==> config.mk <==
export PLATFORM = sky130hd
export DESIGN_NAME = gpi_line_event_parser_core
export DESIGN_NICKNAME = d
export VERILOG_FILES = /design/src/design/gpi_lep_pkg.sv /design/src/design/gpi_line_event_parser_core.sv
export SDC_FILE = /design/constraint.sdc
export NUM_CORES = 1
export LEC_CHECK = 0
export BUFFER_PORTS_ARGS = -buffer_cell sky130_fd_sc_hd__buf_2
export CORE_MARGIN = 8
export CORE_UTILIZATION = 67
export DETAILED_ROUTE_END_ITERATION = 16
export PLACE_DENSITY_LB_ADDON = 0.2
export SLEW_MARGIN = 15
export SYNTH_ARGS = -nofsm -noshare
export SYNTH_HDL_FRONTEND = slang
export SYNTH_SLANG_ARGS = --single-unit
==> constraint.sdc <==
create_clock -name i_clk -period 6.8 [get_ports i_clk]
set_clock_uncertainty 0.15 [all_clocks]
set_input_delay 1.36 -clock i_clk [delete_from_list [all_inputs] [get_ports i_clk]]
set_output_delay 1.36 -clock i_clk [all_outputs]
set_load 0.05 [all_outputs]
==> src/design/gpi_lep_pkg.sv <==
// Package for the GPI line event parser: sizing constants, character codes
// and the parse phase type. Used by gpi_line_event_parser_core.
`default_nettype none

package gpi_lep_pkg;

    localparam int LINE_LIMIT = 256;
    localparam int PIN_COUNT  = 5;

    localparam int LEN_W  = $clog2(LINE_LIMIT);
    localparam int PCNT_W = $clog2(PIN_COUNT + 1);
    localparam int PORT_W = 16;
    localparam int OWN_W  = 3;

    localparam logic [PORT_W-1:0] PORT_MAX = {PORT_W{1'b1}};
    localparam logic [OWN_W-1:0]  OWN_PORT_RESET = OWN_W'(1);

    localparam logic [7:0] CH_NUL   = 8'h00;
    localparam logic [7:0] CH_TAB   = 8'h09;
    localparam logic [7:0] CH_LF    = 8'h0A;
    localparam logic [7:0] CH_CR    = 8'h0D;
    localparam logic [7:0] CH_SPACE = 8'h20;
    localparam logic [7:0] CH_PLUS  = 8'h2B;
    localparam logic [7:0] CH_ZERO  = 8'h30;
    localparam logic [7:0] CH_NINE  = 8'h39;
    localparam logic [7:0] CH_G     = 8'h47;
    localparam logic [7:0] CH_P     = 8'h50;
    localparam logic [7:0] CH_I     = 8'h49;
    localparam logic [7:0] CH_H_UP  = 8'h48;
    localparam logic [7:0] CH_H_LO  = 8'h68;
    localparam logic [7:0] CH_L_UP  = 8'h4C;
    localparam logic [7:0] CH_L_LO  = 8'h6C;

    typedef enum logic [3:0] {
        PH_LEAD,
        PH_G,
        PH_GP,
        PH_GPI,
        PH_PRESIGN,
        PH_NEEDDIGIT,
        PH_DIGITS,
        PH_PRESPACE,
        PH_PINS,
        PH_TAIL,
        PH_FAIL,
        PH_DONE_OK
    } t_phase;

endpackage

`default_nettype wire

==> src/design/gpi_line_event_parser_core.sv <==
// A result is registered from the transaction carrying the CR or LF that ends
//   its line. Throughput: one byte per cycle while o_stall is low.
// A two-entry output buffer (result register plus skid) lets bytes flow while a
//   result waits; o_stall rises only while the skid entry is occupied.
// Reset (synchronous, i_rst_n low): line state cleared, own port set to 1,
//   output buffer emptied.
// GPI line parser core; depends on gpi_lep_pkg.
`default_nettype none

module gpi_line_event_parser_core (
    input  wire logic                      i_clk,
    input  wire logic                      i_rst_n,
    input  wire logic                      i_cfg_we,
    input  wire logic [gpi_lep_pkg::OWN_W-1:0] i_cfg_data,
    input  wire logic                      i_valid,
    output logic                           o_stall,
    input  wire logic [7:0]                i_rx_byte,
    input  wire logic                      i_new_session,
    output logic                           o_valid,
    input  wire logic                      i_stall,
    output logic                           o_play_pause,
    output logic                           o_preview_toggle
);
    import gpi_lep_pkg::*;

    logic [OWN_W-1:0]  r_own_port;
    t_phase            r_phase, n_phase;
    logic [LEN_W-1:0]  r_line_len, n_line_len;
    logic [PORT_W-1:0] r_port, n_port;
    logic [PCNT_W-1:0] r_pins_seen, n_pins_seen;
    logic [1:0]        r_pin_flags, n_pin_flags;

    logic       r_out_valid, r_skid_valid;
    logic [1:0] r_out_data, r_skid_data;

    logic              accept, is_eol, is_ws, is_digit;
    logic [3:0]        digit;
    logic [PORT_W+3:0] port_mac;
    logic [PORT_W-1:0] port_acc;
    logic              pin_ok;
    logic [PCNT_W-1:0] pin_cnt_inc;
    logic [1:0]        pin_flags_upd;
    t_phase            pin_phase;
    logic              line_ok, push, pop;
    logic [1:0]        result;

    assign accept   = i_valid && !o_stall;
    assign is_eol   = (i_rx_byte == CH_LF) || (i_rx_byte == CH_CR);
    assign is_ws    = (i_rx_byte == CH_SPACE) || (i_rx_byte >= CH_TAB && i_rx_byte <= CH_CR);
    assign is_digit = (i_rx_byte >= CH_ZERO) && (i_rx_byte <= CH_NINE);
    assign digit    = 4'(i_rx_byte - CH_ZERO);

    assign port_mac = {1'b0, r_port, 3'b000} + {3'b000, r_port, 1'b0} + (PORT_W+4)'(digit);
    assign port_acc = (port_mac > (PORT_W+4)'(PORT_MAX)) ? PORT_MAX : port_mac[PORT_W-1:0];

    assign pin_ok = (i_rx_byte == CH_L_UP) || (i_rx_byte == CH_L_LO)
                 || (i_rx_byte == CH_H_UP) || (i_rx_byte == CH_H_LO);
    assign pin_cnt_inc = r_pins_seen + PCNT_W'(1);

    always_comb begin
        pin_flags_upd = r_pin_flags;
        if (i_rx_byte == CH_L_UP && r_pins_seen < PCNT_W'(2)) begin
            pin_flags_upd[r_pins_seen[0]] = 1'b1;
        end
        if (!pin_ok) begin
            pin_phase = PH_FAIL;
        end else if (pin_cnt_inc >= PCNT_W'(PIN_COUNT)) begin
            pin_phase = PH_TAIL;
        end else begin
            pin_phase = PH_PINS;
        end
    end

    // next state of the line parser
    always_comb begin
        n_phase     = r_phase;
        n_line_len  = r_line_len;
        n_port      = r_port;
        n_pins_seen = r_pins_seen;
        n_pin_flags = r_pin_flags;
        if (accept) begin
            if (i_new_session || (is_eol && r_line_len != '0)) begin
                n_phase     = PH_LEAD;
                n_line_len  = '0;
                n_port      = '0;
                n_pins_seen = '0;
                n_pin_flags = '0;
            end else if (!is_eol && r_line_len < LEN_W'(LINE_LIMIT - 1)) begin
                n_line_len = r_line_len + LEN_W'(1);
                if (r_phase == PH_FAIL || r_phase == PH_DONE_OK) begin
                    n_phase = r_phase;
                end else if (i_rx_byte == CH_NUL) begin
                    n_phase = (r_phase == PH_TAIL) ? PH_DONE_OK : PH_FAIL;
                end else begin
                    unique case (r_phase)
                        PH_LEAD: begin
                            if (!is_ws) n_phase = (i_rx_byte == CH_G) ? PH_G : PH_FAIL;
                        end
                        PH_G: n_phase = (i_rx_byte == CH_P) ? PH_GP : PH_FAIL;
                        PH_GP: n_phase = (i_rx_byte == CH_I) ? PH_GPI : PH_FAIL;
                        PH_GPI: n_phase = (i_rx_byte == CH_SPACE) ? PH_PRESIGN : PH_FAIL;
                        PH_PRESIGN: begin
                            if (is_digit) begin
                                n_port  = PORT_W'(digit);
                                n_phase = PH_DIGITS;
                            end else if (i_rx_byte == CH_PLUS) begin
                                n_phase = PH_NEEDDIGIT;
                            end else if (!is_ws) begin
                                n_phase = PH_FAIL;
                            end
                        end
                        PH_NEEDDIGIT: begin
                            if (is_digit) begin
                                n_port  = PORT_W'(digit);
                                n_phase = PH_DIGITS;
                            end else begin
                                n_phase = PH_FAIL;
                            end
                        end
                        PH_DIGITS: begin
                            if (is_digit) begin
                                n_port = port_acc;
                            end else if (r_port == '0) begin
                                n_phase = PH_FAIL;
                            end else if (i_rx_byte == CH_SPACE) begin
                                n_phase = PH_PRESPACE;
                            end else begin
                                n_phase = pin_phase;
                                if (pin_ok) begin
                                    n_pins_seen = pin_cnt_inc;
                                    n_pin_flags = pin_flags_upd;
                                end
                            end
                        end
                        PH_PRESPACE, PH_PINS: begin
                            if (!(r_phase == PH_PRESPACE && i_rx_byte == CH_SPACE)) begin
                                n_phase = pin_phase;
                                if (pin_ok) begin
                                    n_pins_seen = pin_cnt_inc;
                                    n_pin_flags = pin_flags_upd;
                                end
                            end
                        end
                        PH_TAIL: begin
                            if (!is_ws) n_phase = PH_FAIL;
                        end
                        default: n_phase = r_phase;
                    endcase
                end
            end
        end
    end

    // line-end evaluation
    always_comb begin
        line_ok = (r_phase == PH_TAIL || r_phase == PH_DONE_OK)
               && (r_port == PORT_W'(r_own_port));
        result  = line_ok ? r_pin_flags : 2'b00;
        push    = accept && !i_new_session && is_eol && (r_line_len != '0)
               && (result != 2'b00);
    end

    assign pop     = r_out_valid && !i_stall;
    assign o_stall = r_skid_valid;
    assign o_valid = r_out_valid;
    assign o_play_pause     = r_out_data[0];
    assign o_preview_toggle = r_out_data[1];

    always_ff @(posedge i_clk) begin
        if (!i_rst_n) begin
            r_own_port   <= OWN_PORT_RESET;
            r_phase      <= PH_LEAD;
            r_line_len   <= '0;
            r_port       <= '0;
            r_pins_seen  <= '0;
            r_pin_flags  <= '0;
            r_out_valid  <= 1'b0;
            r_skid_valid <= 1'b0;
        end else begin
            if (i_cfg_we) r_own_port <= i_cfg_data;
            r_phase     <= n_phase;
            r_line_len  <= n_line_len;
            r_port      <= n_port;
            r_pins_seen <= n_pins_seen;
            r_pin_flags <= n_pin_flags;
            priority if (r_skid_valid && pop) begin
                r_skid_valid <= 1'b0;
            end else if (push && r_out_valid && !pop) begin
                r_skid_valid <= 1'b1;
            end else if (pop && !push) begin
                r_out_valid <= 1'b0;
            end else if (push) begin
                r_out_valid <= 1'b1;
            end else begin
                r_out_valid <= r_out_valid;
            end
        end
    end

    always_ff @(posedge i_clk) begin
        priority if (r_skid_valid && pop) begin
            r_out_data <= r_skid_data;
        end else if (push && r_out_valid && !pop) begin
            r_skid_data <= result;
        end else if (push) begin
            r_out_data <= result;
        end else begin
            r_out_data <= r_out_data;
        end
    end

    a_skid_needs_out: assert property (@(posedge i_clk) disable iff (!i_rst_n)
        r_skid_valid |-> r_out_valid) else $error("skid entry without result entry");
    a_result_nonzero: assert property (@(posedge i_clk) disable iff (!i_rst_n)
        o_valid |-> (o_play_pause || o_preview_toggle)) else $error("empty result shown");
    a_len_bound: assert property (@(posedge i_clk) disable iff (!i_rst_n)
        r_line_len <= LEN_W'(LINE_LIMIT - 1)) else $error("line length past limit");
    a_pins_bound: assert property (@(posedge i_clk) disable iff (!i_rst_n)
        r_pins_seen <= PCNT_W'(PIN_COUNT)) else $error("pin count past limit");
    a_session_clear: assert property (@(posedge i_clk) disable iff (!i_rst_n)
        (accept && i_new_session) |=> (r_line_len == '0 && r_phase == PH_LEAD))
        else $error("session start did not clear line");

endmodule

`default_nettype wire

==> flow_summary.yaml <==
status:
  outcome: "completed"
job:
  maxCapViolCount: 0
cts:
  cts_buffers: 5
  cts_buffer_depth: 2
  htree_levels: 2
  insertion_delay_ns: 0.30
  postCtsHoldBufs: 0
  cts-resized-gates: 0
  post_cts_buffers: 0
  clock-sinks: 42
  root_buffer: "clkbuf_8"
  cts_tree: "done"
  cts.clk_slew.worst_paths_ns: 0.08
grt:
  globalRouteMet3Util_pct: 3.40
  busiest_layer: "met2"
  antenna_found_initial: 0
  grt_pass1_vias: 3098
  use_met1_pct: 31.9
  use_met2_pct: 35.2
  grt_pass1_wl_um: 14600
  grt-ovfl-total: 0
  grt_max_degree: 19
  grt_usage_pct: 22.8
worst_setup_path:
  crit_type: "in2reg"
  critPathLaunchType: "input port"
  worstPathMaxFanout: 16
  arrival_ns: 4.48
  critPathCaptureType: "flop"
  required_ns: 6.81
power_and_ir_drop:
  leakagePower_nw: 1.60
  peakVddDrop_mv: 0.0965
  powerDensity_nw_per_um2: 129
min_path:
  hp-class: "reg2reg"
finish:
  n_fill_cell: 429
  multi_input_area_um2: 2550
  drive_above_1_share_pct: 11.0
  n_antenna_cell: 0
  nets: 497
  finish.utilization_pct: 73.4
  syn_to_final_growth_pct: 5.01
  fin_cells: 514
  regArea_um2: 881
detailed_routing:
  routed_wirelength_um: 8630
  first_pass_iters: 5
  ant_nets: 0
  vias_per_cell: 6.56
  wire_per_inst_um: 16.8
  first_iter_violations: 223
  via_count: 3370
  drc: 0
floorplan:
  die_h_um: 89.2
  rows: 26
  die-area_um2: 7960
  initial_utilization_pct: 69.9
  ioPinCount: 21
  core_um2: 5140
  die_x_um: 89.2
synthesis:
  netlist_instances: 435
  ys_async_sr_fraction_pct: 0
  yosys_warnings: 0
  netlist_area_um2: 3590
  synth_top_flop_cell: "dfxtp_1"
  synth_cell_types: 72
  syn_nets: 489
  avgSynthCellArea_um2: 8.26
  synth-seq-cells: 42
  synth_enable_flop_cells: 4
  seq_area_frac_synth_pct: 24.5
sta:
  tightest_slew_ns: 0.755
  maxClockFrequency_mhz: 224
  relSlewSlack_pct: 49.2
  rsz0062_at_grt: "false"
  fin_crit_ns: 4.47
  holdWs_ns: 0.357
  final_hold_viol_count: 0
  setup_viol: 0
  setup_tns_ns: 0
  final_max_slew_viol_count: 0
  finalCritPeriodShare_pct: 65.7
placed_design:
  place.gp.congestion: 1.03
  dp.cells: 506
  port_buffers: 20
  hpwl_um: 6610
-- stage by stage --
stage	area [µm²]	worst slack [ns]	power (mW)
detailed placement	3690	2.00	0.324
global placement	3690	2.09	0.323
finish	3770	2.33	0.487
CTS	3770	2.31	0.486
global route	3770	1.96	0.506
floorplan	3590	2.64	0.309
-- cell type report --
type | instances | share of cell area (%)
clock inverter | 3 | 0.497
tap | 70 | 2.32
clock buffer | 5 | 1.82
inverter | 16 | 1.59
multi-input combinational | 357 | 67.6
timing repair buffer | 21 | 2.85
sequential | 42 | 23.3
-- final timing paths --
path | slack [ns] | from | depth (start not counted) | to
worst max-delay path | 2.33 | i_rx_byte[3] | 10 | r_port[0]
worst min-delay path | 0.36 | r_own_port[0] | 2 | r_own_port[0]
worst max register to register | 3.12 | r_port[2] | 9 | r_port[0]
worst min register to register | 0.36 | r_own_port[0] | 2 | r_own_port[0]
-- synth_stat cells (4+ instances only) --
cell      count  area (µm²)
xnor2_1      12         105
clkbuf_1     13        48.8
and3_1       11        68.8
a31oi_1       5        31.3
nor4_1        6        37.5
a22oi_1       9        67.6
a21o_1        7        52.6
nor3_1        8        40.0
o21a_1        4        30.0
nand3_1      16        80.1
edfxtp_1      4         120
a32oi_1       4        35.0
mux2i_1       6        60.1
nand4_1      11        68.8
nand2b_1      4        25.0
ha_1         35         438
o21ai_0      24         120
dfxtp_1      38         761
nand2_1      36         135
a21oi_1      21         105
or4_1         4        30.0
xor2_1       10        87.6
nor2b_1       4        25.0
o211ai_1      9        67.6
nor2_1       34         128
and2_1        5        31.3
a211oi_1      6        45.0
inv_1        16        60.1
-- layer usage --
metal | vias up | share of wire [%]
met4 | 0 | 1.7
met5 | - | 0
met2 | 143 | 45
met1 | 1546 | 47
met3 | 20 | 6.6
li1 | 1661 | -
-- placed cells by master (no fill, tap or decap), types with 3 or more instances in the layout --
cell type	n
dfxtp_1	38
nand2_1	36
ha_1	35
nor2_1	34
o21ai_0	24
a21oi_1	21
buf_2	20
inv_1	16
nand3_1	16
xnor2_1	12
nand4_1	11
and3_1	11
xor2_1	10
o211ai_1	9
a22oi_1	9
nor3_1	8
a21o_1	7
nor4_1	6
mux2i_1	6
a211oi_1	6
and2_1	5
a31oi_1	5
clkbuf_8	5
nor2b_1	4
a32oi_1	4
or4_1	4
o21a_1	4
nand2b_1	4
edfxtp_1	4
mux2_2	3
or3_1	3
o21bai_1	3
a22o_1	3
a2bb2oi_1	3
-- sequential cells by signal, indices dropped and copies added (netlist names) --
register	cells
r_own_port	3
r_phase	4
r_pins_seen	3
r_line_len	8
o_stall	1
r_port	16
r_out_data	2
o_valid	1
r_pin_flags	2
r_skid_data	2
-- worst max-delay path: stages --
cell      delay (ns)
buf_2           0.17
fa_1            0.55
fa_1            0.50
a211oi_1        0.25
o21a_1          0.26
a21oi_1         0.16
a22oi_1         0.20
mux2i_1         0.14
nor4_4          0.70
o21ai_0         0.18
-- power breakdown --
part	leakage (nW)	internal [mW]	switching, mW
clock	0.0483	0.0725	0.0949
combinational	1.20	0.0247	0.0358
sequential	0.344	0.253	0.00694
-- logic make-up (layout without fill, tap and decap cells) --
family | after synthesis | count (layout) | synth area share [%]
simple gates | 165 | 165 | 25.4
compound gates | 124 | 124 | 24.3
flops | 42 | 42 | 24.5
fa+ha+maj | 37 | 37 | 13.3
buf+inv | 36 | 45 | 4.52
xor+xnor | 22 | 22 | 5.36
mux | 9 | 9 | 2.61
No activity file was read; power rests on OpenSTA's default activity.
